==> src/design/block_average_pixelation_macros.svh <==
// Assertion macros shared by the block average pixelation modules.
`ifndef BLOCK_AVERAGE_PIXELATION_MACROS_SVH
`define BLOCK_AVERAGE_PIXELATION_MACROS_SVH

`ifndef ASSERT_OFF
`define BAP_ASSERT(lbl, clk, rst_n, prop) \
    lbl: assert property (@(posedge clk) disable iff (!rst_n) prop) \
        else $error("block_average_pixelation assertion failed");
`define BAP_ASSERT_NEVER(lbl, clk, rst_n, expr) \
    lbl: assert property (@(posedge clk) disable iff (!rst_n) !(expr)) \
        else $error("block_average_pixelation forbidden condition");
`else
`define BAP_ASSERT(lbl, clk, rst_n, prop)
`define BAP_ASSERT_NEVER(lbl, clk, rst_n, expr)
`endif

`endif

==> src/design/bap_pkg.sv <==
// Shared types and constants of the block average pixelation block.
package bap_pkg;

    localparam int TILE_W   = 7;
    localparam int DIM_W    = 12;
    localparam int POS_W    = 11;
    localparam int CIT_W    = 6;
    localparam int SUM_W    = 20;
    localparam int CNT_W    = 13;
    localparam int PIX_W    = 8;
    localparam int NCH      = 4;
    localparam int MAX_TILE = 64;
    localparam int MAX_DIM  = 2048;
    localparam int QDEPTH   = 2;
    localparam int QPTR_W   = $clog2(QDEPTH);
    localparam int STEP_W   = $clog2(SUM_W);
    localparam int IDX_W    = 2;

    localparam logic [TILE_W-1:0] RESET_TILE   = TILE_W'(10);
    localparam logic [DIM_W-1:0]  RESET_WIDTH  = DIM_W'(640);
    localparam logic [DIM_W-1:0]  RESET_HEIGHT = DIM_W'(480);

    typedef enum logic [IDX_W-1:0] {
        REG_TILE_SIZE    = 2'd0,
        REG_IMAGE_WIDTH  = 2'd1,
        REG_IMAGE_HEIGHT = 2'd2
    } t_reg_idx;

    typedef enum logic {
        FR_IDLE,
        FR_ACC
    } t_front_state;

    typedef enum logic [1:0] {
        BK_IDLE,
        BK_DIV,
        BK_HOLD
    } t_back_state;

    // One finished tile on its way to the divider
    typedef struct packed {
        logic [POS_W-1:0]            tile_col;
        logic [POS_W-1:0]            tile_row;
        logic [NCH-1:0][SUM_W-1:0]   sum;
        logic [CNT_W-1:0]            count;
        logic                        frame_done;
    } t_tile_job;

endpackage

==> src/design/bap_queue.sv <==
// Short queue of finished tiles between the front end and the divider.
module bap_queue (
    input  logic               i_clk,
    input  logic               i_rst_n,
    input  logic               i_push,
    input  bap_pkg::t_tile_job i_job,
    input  logic               i_pop,
    output logic               o_valid,
    output logic               o_full,
    output bap_pkg::t_tile_job o_job
);
    import bap_pkg::*;

    t_tile_job           r_mem [QDEPTH];
    logic [QPTR_W-1:0]   r_wp, r_rp;
    logic [QPTR_W:0]     r_cnt;

    assign o_valid = r_cnt != '0;
    assign o_full  = r_cnt == (QPTR_W+1)'(QDEPTH);
    assign o_job   = r_mem[r_rp];

    // Pointer and fill tracking
    always_ff @(posedge i_clk) begin
        if (!i_rst_n) begin
            r_wp  <= '0;
            r_rp  <= '0;
            r_cnt <= '0;
        end else begin
            if (i_push) r_wp <= r_wp + QPTR_W'(1);
            if (i_pop)  r_rp <= r_rp + QPTR_W'(1);
            if (i_push && !i_pop) r_cnt <= r_cnt + (QPTR_W+1)'(1);
            else if (i_pop && !i_push) r_cnt <= r_cnt - (QPTR_W+1)'(1);
        end
    end

    always_ff @(posedge i_clk) begin
        if (i_push) r_mem[r_wp] <= i_job;
    end
endmodule

==> config.mk <==
export PLATFORM = sky130hd
export DESIGN_NAME = bap_queue
export DESIGN_NICKNAME = d
export VERILOG_FILES = /design/src/design/block_average_pixelation_macros.svh /design/src/design/bap_pkg.sv /design/src/design/bap_queue.sv
export SDC_FILE = /design/constraint.sdc
export NUM_CORES = 1
export LEC_CHECK = 0
export BUFFER_PORTS_ARGS = -buffer_cell sky130_fd_sc_hd__buf_2
export CAP_MARGIN = 20
export CORE_MARGIN = 1.5
export CORE_UTILIZATION = 55
export DETAILED_ROUTE_END_ITERATION = 16
export PLACE_DENSITY = 0.83
export SLEW_MARGIN = 20
export SYNTH_ARGS = -nofsm -noshare
export SYNTH_HDL_FRONTEND = slang
export SYNTH_SLANG_ARGS = --single-unit
==> constraint.sdc <==
create_clock -name i_clk -period 13.2 [get_ports i_clk]
set_clock_uncertainty 0.2 [all_clocks]
set_input_delay 1.32 -clock i_clk [delete_from_list [all_inputs] [get_ports i_clk]]
set_output_delay 1.32 -clock i_clk [all_outputs]
set_load 0.05 [all_outputs]
==> After elaboration in Yosys (flattened, before gate mapping) <==
Memory sizes are Yosys's and may differ from the RTL's. A register that Yosys moved wholly into a read port is not among the register bits.
Cells that the tools add are included.
{ "word_totals": {"register_bits": 4, "output_inout_bits": 118, "mem_count": 1, "ram_bits": 232} }
{ "memory_table": {"columns": ["memory", "words", "width", "rd", "rd_ports_with_merged_regs", "wr", "line_no", "rtl"], "rows": [
  ["r_mem", 2, 116, 1, 1, 1, "bap_queue.sv:14", "t_tile_job r_mem [QDEPTH];"]
]} }
{ "op_classes": {"muxes": 6, "add_sub_neg": 4, "n_reduce_logical": 6, "eq_ne": 1} }
{ "op_table": {"columns": ["operator", "n"], "rows": [
  ["2-to-1 mux 1 bit", 4],
  ["2-to-1 mux 2 bit", 2],
  ["nonzero test 2 bit", 2],
  ["adder 1 bit (second input constant)", 2],
  ["adder 2 x 1 -> 2 bit (second input constant)", 1],
  ["equality test 2 bit (second input constant)", 1],
  ["logical AND 1 bit", 2],
  ["zero test 1 bit", 2],
  ["subtractor 2 x 1 -> 2 bit (second input constant)", 1]
]} }

==> Longest topological paths before layout <==
{ "depth": {"word_depth": 4, "mapped_depth": 5} }

==> Least setup slack after synthesis <==
Ideal clock, no wire load.
{ "synth_timing": {"kind": "input -> register", "from": "input i_push", "to": "memory r_mem[0][0] (netlist name), enable pin", "n_path_buf": 0, "arrival_time_ns": 6.387, "stages": 1, "t_required_ns": 12.394, "path_slack_ns": 6.007, "path_cell_list": "nor2b_1"} }
{ "synth_via": {"elab_chain_cells": 2} }
{ "synth_rtl": {"columns": ["element", "line_no", "rtl"], "rows": [
  ["from (decl)", "bap_queue.sv:5", "input logic i_push,"],
  ["2-to-1 mux 1 bit", "bap_queue.sv:37", "if (i_push) r_mem[r_wp] <= i_job;"],
  ["2-to-1 mux 1 bit (implied by the code)", "bap_queue.sv:37", null],
  ["to (decl)", "bap_queue.sv:14", null]
]} }
Every way passes these cells.

==> out/results.ini <==
[logic_synthesis]
synth.cell_area_sq_mm=0.008746
synthMuxAreaShare_pct=16.65
syn_inst=383
netlist_top_cells_count=edfxtp_1, mux2_2, mux2_4
mappedNetlistNets=504
avgSynthCellArea_sq_um=22.84
yosysMostFrequentCell=edfxtp_1
synth-simple-area-share_pct=0.6581
yosys.area_share.adder_pct=0.1431
synth_edf_count=232
synth_top_family_by_area=multiplexers
synth_warnings=0
synthArstFlopShare_pct=0
yosysTopAreaCell=edfxtp_1
synth_compound_area_share_pct=0.2289
yosysSeqAreaShare_pct=80.80
synthTopCellsByArea=edfxtp_1, mux2_2, mux2_4
synth_xor_area_share_pct=0.3004
synth_flop_cell=edfxtp_1
synth_cell_types=18
ys_ff_latch=237
synth_top_area_share_pct=79.66

[finish]
multi_input_area_sq_mm=0.001583
regArea_sq_mm=0.007071
areaGrowthSynthToFinish_pct=24.26
drive_gt1_share_pct=60.12
n_fill_cell=950
design_area_sq_mm=0.01087
fin_cells=865
nets=758
final_core_util_pct=70.70

[timing]
worst_pin_slew_ps=991.7
rsz0062_at_grt=false
slew_headroom_pct=33.89
finalCriticalPeriod_ps=4426
finalSetupViolCount=0
setup_ws_ps=8774
maxSlewViolCount=0
fmax_mhz=225.9
hold_viol=0
fin_setup_tns_ps=0
hold_ws_ps=318.0
period_share_pct=33.53

[floorplan]
die_w_microns=129.1
initial_core_util_pct=56.90
die-area_sq_mm=0.01667
num_rows=45
die_y_microns=129.1
ioPinCount=238
coreArea_sq_mm=0.01537

[drt]
drt-initial-drc-count=275
wl_per_cell_microns=18.51
wl_microns=16020
drc_errors=0
dr.pass1.iters=4
via_per_inst=5.079
antenna_left=0
vias=4393

[critical_path]
crit_path_start_kind=register
cp_max_fo=63
path_class=reg2out
arrival_ps=2910
crit_required_ps=11680
endpoint_kind=primary output

[global_routing]
grt_usage_pct=18.22
grt_max_degree=75
grt-ovfl-total=0
grt_pass1_vias=4478
grt_pass1_wl_microns=23050
antenna_found_initial=1

[placed_design]
place_ws_ps=9229
placedCellCount=822
io_buffers=237
gp_congestion=0.7483
dp_hpwl_microns=10540
placed_cell_area_sq_mm=0.01014

[cts]
root_buffer=clkbuf_16
post-cts-setup-buffers=0
cts_max_level=1
cts_resized=0
cts_tree=done
clk_path_buf_depth=3
cts_inserted_buffers=24
clkSinkCount=237
cts_hold_buf=0
insertion_delay_ps=500
clkTransAtPathRegs_ps=60

[run_status]
status=complete, no violations

[power_and_ir_drop]
peakVddDrop_v=0.0001462
power_mw=1.788
p_per_area_mw_per_mm2=164.5
power_leakage_nw=4.181

[min_path]
hp-class=reg2reg

[flow_run]
max-cap-violations=0

==> cell type report <==
| class | count | share of cell area [%] |
|---|---|---|
| Sequential cell | 237 | 65.06 |
| Multi-Input combinational cell | 132 | 14.56 |
| Timing Repair Buffer | 241 | 11.19 |
| Clock buffer | 34 | 6.344 |
| Tap cell | 211 | 2.429 |
| Clock inverter | 7 | 0.3339 |
| Antenna cell | 2 | 0.04605 |
| Inverter | 1 | 0.03454 |
==> placed cells by master (no fill, tap or decap) <==
cell and n:
a21boi_0 1, and2_1 3, and2_4 1, and2b_1 1, buf_2 237, buf_4 4, clkbuf_1 6, clkbuf_16 25
clkbuf_8 3, clkinv_1 4, clkinv_2 2, dfxtp_1 4, dfxtp_4 1, diode_2 2, edfxtp_1 232, ha_1 1
inv_1 1, inv_8 1, mux2_2 76, mux2_4 40, nor2b_1 1, nor2b_4 1, o21a_1 1, o21ai_0 1
or2_2 1, or3_1 1, xnor2_1 1, xor2_1 2
==> worst paths after layout <==
check | startpoint | endpoint | slack (ps) | depth (start not counted)
max | register | o_job[7] | 8770 | 3
min reg2reg | r_cnt[1]$_SDFFE_PN0P_ | r_cnt[1]$_SDFFE_PN0P_ | 320 | 2
max reg2reg | r_wp$_SDFFE_PN0P_ | r_mem[1][112]$_DFFE_PP_ | 10740 | 2
min | r_cnt[1]$_SDFFE_PN0P_ | r_cnt[1]$_SDFFE_PN0P_ | 320 | 2
==> cell families (layout without fill, tap and decap cells) <==
group           Yosys count  in the layout
mux                     116            116
other cells               0              2
fa+ha+maj                 1              1
buf+inv                  14            283
xor+xnor                  3              3
simple gates              9              9
flops                   237            237
compound gates            3              3
==> sequential cells by signal, summed over array words and instances, names as in the netlist, named ones only <==
name,flops
r_mem,232
r_wp,1
r_rp,1
r_cnt,2
==> where the power goes <==
group	total [mW]	switching (mW)	leakage [nW]	internal, mW
sequential	0.888	0.0169	2.22	0.871
combinational	0.283	0.196	1.60	0.0863
clock	0.618	0.256	0.357	0.362
total	1.79	0.469	4.18	1.32
==> metal layers <==
metal | wire length, microns | track usage (%) | vias up
met4 | 307 | 5.552 | 0
li1 | - | - | 2029
met1 | 6562 | 23.02 | 2132
met2 | 7749 | 30.51 | 203
met5 | 0 | 0 | -
met3 | 1395 | 5.656 | 29
==> critical path, stage by stage, from the launching register on <==
cell     delay, ps
dfxtp_4        850
buf_4          820
mux2_2         440
buf_2          220
No activity file was read; power rests on OpenSTA's default activity.
