**src/design/block_average_pixelation_macros.svh**
```systemverilog
// Assertion macros shared by the block average pixelation modules.
`ifndef BLOCK_AVERAGE_PIXELATION_MACROS_SVH
`define BLOCK_AVERAGE_PIXELATION_MACROS_SVH

`ifndef ASSERT_OFF
`define BAP_ASSERT(lbl, clk, rst_n, prop) \
    lbl: assert property (@(posedge clk) disable iff (!rst_n) prop) \
        else $error("block_average_pixelation assertion failed");
`define BAP_ASSERT_NEVER(lbl, clk, rst_n, expr) \
    lbl: assert property (@(posedge clk) disable iff (!rst_n) !(expr)) \
        else $error("block_average_pixelation forbidden condition");
`else
`define BAP_ASSERT(lbl, clk, rst_n, prop)
`define BAP_ASSERT_NEVER(lbl, clk, rst_n, expr)
`endif

`endif

```
**src/design/bap_pkg.sv**
```systemverilog
// Shared types and constants of the block average pixelation block.
package bap_pkg;

    localparam int TILE_W   = 7;
    localparam int DIM_W    = 12;
    localparam int POS_W    = 11;
    localparam int CIT_W    = 6;
    localparam int SUM_W    = 20;
    localparam int CNT_W    = 13;
    localparam int PIX_W    = 8;
    localparam int NCH      = 4;
    localparam int MAX_TILE = 64;
    localparam int MAX_DIM  = 2048;
    localparam int QDEPTH   = 2;
    localparam int QPTR_W   = $clog2(QDEPTH);
    localparam int STEP_W   = $clog2(SUM_W);
    localparam int IDX_W    = 2;

    localparam logic [TILE_W-1:0] RESET_TILE   = TILE_W'(10);
    localparam logic [DIM_W-1:0]  RESET_WIDTH  = DIM_W'(640);
    localparam logic [DIM_W-1:0]  RESET_HEIGHT = DIM_W'(480);

    typedef enum logic [IDX_W-1:0] {
        REG_TILE_SIZE    = 2'd0,
        REG_IMAGE_WIDTH  = 2'd1,
        REG_IMAGE_HEIGHT = 2'd2
    } t_reg_idx;

    typedef enum logic {
        FR_IDLE,
        FR_ACC
    } t_front_state;

    typedef enum logic [1:0] {
        BK_IDLE,
        BK_DIV,
        BK_HOLD
    } t_back_state;

    // One finished tile on its way to the divider
    typedef struct packed {
        logic [POS_W-1:0]            tile_col;
        logic [POS_W-1:0]            tile_row;
        logic [NCH-1:0][SUM_W-1:0]   sum;
        logic [CNT_W-1:0]            count;
        logic                        frame_done;
    } t_tile_job;

endpackage

```
**src/design/bap_back.sv**
```systemverilog
// Back end: restoring division of the four tile sums and the output register.
module bap_back (
    input  logic               i_clk,
    input  logic               i_rst_n,
    input  logic               i_q_valid,
    input  bap_pkg::t_tile_job i_job,
    output logic               o_pop,
    output logic               o_valid,
    input  logic               i_ready,
    output logic [bap_pkg::POS_W-1:0]            o_tile_col,
    output logic [bap_pkg::POS_W-1:0]            o_tile_row,
    output logic [bap_pkg::NCH-1:0][bap_pkg::PIX_W-1:0] o_mean,
    output logic               o_frame_done
);
    import bap_pkg::*;
    `include "block_average_pixelation_macros.svh"

    t_back_state r_state, n_state;

    logic [NCH-1:0][SUM_W-1:0] r_quo, n_quo;
    logic [NCH-1:0][CNT_W-1:0] r_rem, n_rem;
    logic [CNT_W-1:0]  r_div;
    logic [STEP_W-1:0] r_step;
    logic [POS_W-1:0]  r_col, r_row;
    logic              r_fd;
    logic              out_free, load_out;
    logic [CNT_W:0]    sh;

    assign out_free = !o_valid || i_ready;

    // One restoring step per channel
    always_comb begin
        sh = '0;
        for (int c = 0; c < NCH; c++) begin
            sh = {r_rem[c], r_quo[c][SUM_W-1]};
            n_quo[c] = {r_quo[c][SUM_W-2:0], 1'b0};
            if (sh >= {1'b0, r_div}) begin
                n_rem[c] = CNT_W'(sh - {1'b0, r_div});
                n_quo[c][0] = 1'b1;
            end else begin
                n_rem[c] = sh[CNT_W-1:0];
            end
        end
    end

    // Next state
    always_comb begin
        n_state = r_state;
        case (r_state)
            BK_IDLE: if (i_q_valid) n_state = BK_DIV;
            BK_DIV:  if (r_step == STEP_W'(SUM_W-1)) n_state = BK_HOLD;
            BK_HOLD: if (out_free) n_state = BK_IDLE;
            default: n_state = BK_IDLE;
        endcase
    end

    // State outputs
    always_comb begin
        o_pop    = 1'b0;
        load_out = 1'b0;
        case (r_state)
            BK_IDLE: o_pop = i_q_valid;
            BK_HOLD: load_out = out_free;
            default: o_pop = 1'b0;
        endcase
    end

    always_ff @(posedge i_clk) begin
        if (!i_rst_n) begin
            r_state <= BK_IDLE;
            o_valid <= 1'b0;
        end else begin
            r_state <= n_state;
            if (load_out) o_valid <= 1'b1;
            else if (i_ready) o_valid <= 1'b0;
        end
    end

    // Divider datapath
    always_ff @(posedge i_clk) begin
        if (o_pop) begin
            r_quo  <= i_job.sum;
            r_rem  <= '0;
            r_div  <= i_job.count;
            r_step <= '0;
            r_col  <= i_job.tile_col;
            r_row  <= i_job.tile_row;
            r_fd   <= i_job.frame_done;
        end else if (r_state == BK_DIV) begin
            r_quo  <= n_quo;
            r_rem  <= n_rem;
            r_step <= r_step + STEP_W'(1);
        end
    end

    // Output register
    always_ff @(posedge i_clk) begin
        if (load_out) begin
            o_tile_col   <= r_col;
            o_tile_row   <= r_row;
            o_frame_done <= r_fd;
            for (int c = 0; c < NCH; c++) o_mean[c] <= r_quo[c][PIX_W-1:0];
        end
    end

    `BAP_ASSERT(a_div_nonzero, i_clk, i_rst_n, r_state == BK_DIV |-> r_div != '0)
    `BAP_ASSERT(a_div_ends, i_clk, i_rst_n, (r_state == BK_DIV && r_step == STEP_W'(SUM_W-1)) |=> r_state == BK_HOLD)
endmodule

```
**config.mk**
```make
export PLATFORM = sky130hd
export DESIGN_NAME = bap_back
export DESIGN_NICKNAME = d
export VERILOG_FILES = /design/src/design/bap_pkg.sv /design/src/design/bap_back.sv
export VERILOG_INCLUDE_DIRS = /design/src /design/src/design
export SDC_FILE = /design/constraint.sdc
export NUM_CORES = 1
export LEC_CHECK = 0
export ABC_AREA = 0
export BUFFER_PORTS_ARGS = -buffer_cell sky130_fd_sc_hd__clkbuf_2
export CORE_MARGIN = 2
export CORE_UTILIZATION = 60
export CTS_CLUSTER_SIZE = 14
export DETAILED_ROUTE_END_ITERATION = 12
export GPL_TIMING_DRIVEN = 0
export MAX_ROUTING_LAYER = met4
export PLACE_DENSITY = 0.95
export SLEW_MARGIN = 15
export SYNTH_ARGS = -nofsm -noshare
export SYNTH_HDL_FRONTEND = slang
export SYNTH_SLANG_ARGS = --single-unit
export TNS_END_PERCENT = 10
```
**constraint.sdc**
```tcl
create_clock -name i_clk -period 7.9 [get_ports i_clk]
set_clock_uncertainty 0.2 [all_clocks]
set_input_delay 0.79 -clock i_clk [delete_from_list [all_inputs] [get_ports i_clk]]
set_output_delay 0.79 -clock i_clk [all_outputs]
set_load 0.02 [all_outputs]
```
==> Word level (Yosys, flattened, before mapping) <==
Index checks and enable logic that the tools add are counted.
{ "word_totals": {"register_bits": 231, "input_bits": 120, "word_cells": 61} }
{ "classes": {"n_addsub": 5, "magnitude_cmp": 4, "eq_ne": 6, "n_mux": 18, "n_reduce_logical": 6} }
{ "ops": {"columns": ["op", "count"], "rows": [
  ["$mux 80", 2],
  ["$ge 14x13->1", 4],
  ["$mux 13", 4],
  ["$sub 13x13->13", 4],
  ["$mux 1", 8],
  ["$mux 2", 3],
  ["$ne 2x2->1 const B", 3],
  ["$pmux 2 s3", 1],
  ["$add 5x1->5 const B", 1],
  ["$eq 5x5->1 const B", 1],
  ["$reduce_bool 2->1", 2],
  ["$reduce_and 3->1", 1],
  ["$eq 2x1->1 const B", 1],
  ["$eq 2x2->1 const B", 1],
  ["$logic_not 2->1", 1],
  ["$logic_not 1->1", 1],
  ["$logic_or 1x1->1", 1]
]} }

==> Longest topological paths before layout <==
{ "logic_depth": {"word_depth": 4, "depth_mapped": 13, "ltp_nobuf": 11} }

==> Worst setup path before layout <==
Ideal clock, no wire load.
{ "synth_timing": {"path_kind": "input to register", "startpoint": "input port i_ready", "endpoint": "register o_frame_done (enable)", "setup_ns": 0.475, "arrival_ns": 3.375, "t_required_ns": 7.225, "slack_ns": 3.850, "stages": 2, "path_buffers": 0, "path_cell_list": "nand2b_1 > nor2b_1"} }
{ "synth_between": {"elab_chain_cells": 2} }
{ "synth_rtl": {"columns": ["element", "line", "text"], "rows": [
  ["from (decl)", "bap_back.sv:9", "input logic i_ready,"],
  ["$logic_or 1x1->1", "bap_back.sv:29", "assign out_free = !o_valid || i_ready;"],
  ["$mux 1", "bap_back.sv:61", "case (r_state)"],
  ["via load_out", "bap_back.sv:26", "logic out_free, load_out;"],
  ["to (signal assigned)", "bap_back.sv:101", "o_frame_done <= r_fd;"],
  ["to (decl)", "bap_back.sv:13", "output logic o_frame_done"]
]} }
The timed path passes the listed nets, and every way through them passes these cells.
A chain may end at the register's enable or synchronous reset.

==> Final worst setup path <==
{ "layout_timing": {"startpoint": "register r_div[0]", "endpoint": "register r_rem[28] (netlist name)"} }
{ "layout_between": {"elab_chain_cells": 2, "elab_cells_between_ends": 3, "cone_classes": "1 x add/sub; 1 x order compare; 1 x mux"} }
{ "layout_rtl": {"columns": ["element", "line", "text"], "rows": [
  ["from (decl)", "bap_back.sv:22", "logic [CNT_W-1:0] r_div;"],
  ["from (signal assigned)", "bap_back.sv:84", "r_div <= i_job.count;"],
  ["$sub 13x13->13 or $ge 14x13->1 (tied branches)", "bap_back.sv:38, bap_back.sv:37", null],
  ["$mux 13 (*)", "bap_back.sv:37", "if (sh >= {1'b0, r_div}) begin"],
  ["to (signal assigned)", "bap_back.sv:91", "r_rem <= n_rem;"],
  ["to (decl)", "bap_back.sv:21", "logic [NCH-1:0][CNT_W-1:0] r_rem, n_rem;"]
]} }
Every way passes the cells marked *; elsewhere a longest branch is shown, timed or not.

==> results.tsv <==
metric	value	unit
status	finished, final reports clean	
clk root buf	clkbuf_16	
# fillers	1054	
clk_lat worst skew	0.54	ns
worst slew pin tran	0.880	ns
CORE AREA	17900	sq um
worst hold slack	0.219	ns
Sequential cell area	6340	sq um
FMAX	0.297	GHz
simple-gate portion of the synthesized area	14.0	%
grt ovf	0	
setup repair after global routing missed its margin	no	
number of hold buffers added after CTS	0	
# port buffers	176	
Worst EP required	8.08	ns
postcts setup bufs	0	
worst vdd ir	220	uV
register area share after synthesis	57.9	%
final max-slew violation count	0	
worst-path maximum fanout	10	
Worst slew margin	41.2	%
hold path depth	0	
vias in the first global route	9752	
top_reg_cell synth	edfxtp_1	
Die Ht	139	um
clock share of power	28.2	%
Compound-Gate Fraction of Synth Area	13.9	%
synthesized area	10900	sq um
hold_sp	r_col[3]	
vias per cell	6.47	
multi-input logic area	4290	sq um
placed inst area	12200	sq um
DRC	0	
Final #Nets	1384	
Cell variety after synth	66	
antenna viol nets, final	0	
crit path from	r_div[0]	
most frequent cells after synthesis	275 x nand2_1, 171 x edfxtp_1, 60 x dfxtp_1	
diode count	0	
Num CTS Buffers	23	
r2r setup slk	4.53	ns
CP Launch Type	register	
post-route cell area	12900	sq um
Comb pwr share	29.6	%
XOR/XNOR share of the synthesized area	3.28	%
cell leakage power	5.61	nW
setup tns final	0	ns
crit path time final	3.37	ns
Fin. Hold Viols	0	
Overall Global Routing Usage	35.4	%
max-cap viol count	0	
adder-cell share of the synthesized area	6.79	%
utilization after layout	72.1	%
row cnt	49	
share of cells above drive strength 1	19.7	%
Crit Path Class	reg2reg	
io pins	177	
drt wl/cell	23.1	um
initial antenna violation count	0	
reg2reg end	r_rem[28]	
drt first pass iters	7	
largest family of logic cells by synthesized area	simple AND/OR/NAND/NOR gates	
DR iter-0 viols	1197	
clock slew seen by the registers of the worst setup and hold paths	0.07	ns
Yosys top cell by area	edfxtp_1	
worst-case reg-to-reg path depth	10	
Max Buffers Root-to-Sink	3	
Net Sw Power	0.00128	W
CP arrival	3.55	ns
post-synthesis mux area share	1.19	%
Pint	0.00249	W
pwr dens	292	nW/um^2
synthesized flop and latch total	231	
Final GP Congestion	0.970	
Crit. End Element	register	
count leader, synth	nand2_1	
Mapped Nets	1180	
Die X	139	um
synthesized instance count	1003	
Post-synth EDFFs	171	
top cells by area, synth	edfxtp_1 47%, dfxtp_1 11%, nand2_1 9.4%	
Tcrit/Tclk final	42.6	%
Power, Total	0.00377	W
Post-synth ARST share	0	%
Die Footprint	19300	sq um
largest net degree at the start of global routing	49	
DRT Wirelength	33.5	mm
number of clock sinks	231	
post-cts resize count	0	
Initial Util	61.1	%
worst hold path type	reg2reg	
final setup fails	0	
top cell type's share of synthesized area	46.9	%
post-detail-place hpwl	21.4	mm
switch share	33.9	%
worst reg2reg startpoint	r_div[0]	
CTS tree	built	
H-tree Lvls	1	
synthesized area per cell	10.9	sq um
Area growth, synth to finish	17.9	%
first-pass GRT wire length	51.5	mm
sequential power share	42.2	%
routed vias	9408	
WHS Endpoint	o_tile_col[3]	
synth warn	0	
[state kept, by name, indices dropped and copies added, names as in the netlist, 5 cells and up]
name	flops
n_quo	76
r_rem	52
o_mean	32
r_div	13
o_tile_col	11
o_tile_row	11
r_col	11
r_row	11
r_step	5
[cell families after synthesis]
logic type,Yosys count
AOI/OAI and AO/OA,218
xor gates and xnor gates,41
adders and majority gates,57
buffers and inverters,72
DFF,231
muxes,13
and+or+nand+nor,371
[worst max-delay path: stages, from the launching register on]
cell      delay, ns
edfxtp_1       0.53
ha_1           0.26
inv_1          0.07
fa_1           0.46
a211o_1        0.38
a21oi_4        0.21
o31ai_4        0.12
a21oi_4        0.44
nor2_1         0.19
a21oi_1        0.23
o21ai_1        0.11
[cell usage in the layout, fill, tap and decap left out, drive strengths merged, types with 15 or more instances in the layout]
master,synthesis,routed
a21oi,50,50
a32oi,15,15
buf,12,15
clkbuf,27,232
dfxtp,60,60
edfxtp,171,171
ha,53,53
inv,32,33
nand2,275,275
nand3,18,18
nor2,40,40
o21ai,63,63
xnor2,22,22
xor2,19,19
[per-stage QoR]
stage / std cells / setup slack (ns)
after floorplan: 1003 / 3.85
after global placement: 1408 / 2.70
after detailed placement: 1411 / 4.56
after CTS: 1453 / 4.61
after global routing: 1453 / 4.43
final: 1453 / 4.53
[area by class of cell]
cell class	count	share of cell area, %
plain buffers	39	1.58
clock buffers	29	4.64
clock inverters	13	0.873
inverters	33	0.980
multi-input cells	700	33.2
flip-flops and latches	231	49.1
well taps	229	2.22
repair buffers	179	7.35
[power groups by stage]
| stage | sequential (W) | clock [W] | combinational, W |
|---|---|---|---|
| after floorplan | 0.00157 | 0 | 0.000757 |
| after global placement | 0.00159 | 0 | 0.000916 |
| after detailed placement | 0.00160 | 0 | 0.00100 |
| after CTS | 0.00158 | 0.00105 | 0.00106 |
| after global routing | 0.00160 | 0.00110 | 0.00117 |
| final | 0.00159 | 0.00106 | 0.00111 |
[routing by layer]
layer	wire length [um]	track usage (%)	vias to the layer above
li1	-	-	3992
met1	10900	38.2	4307
met2	16100	56.9	840
met3	3660	8.84	269
met4	2850	25.8	0
met5	0	-	-
[how the worst max path moves through the flow]
stage | endpoint | cells after the start
after floorplan | o_frame_done | 2
after global placement | o_mean[8] | 3
after detailed placement | n_quo[22] | 7
after CTS | o_pop | 6
after global routing | r_rem[37] | 9
final | r_rem[28] | 10
Power figures use the tool's default switching activity.
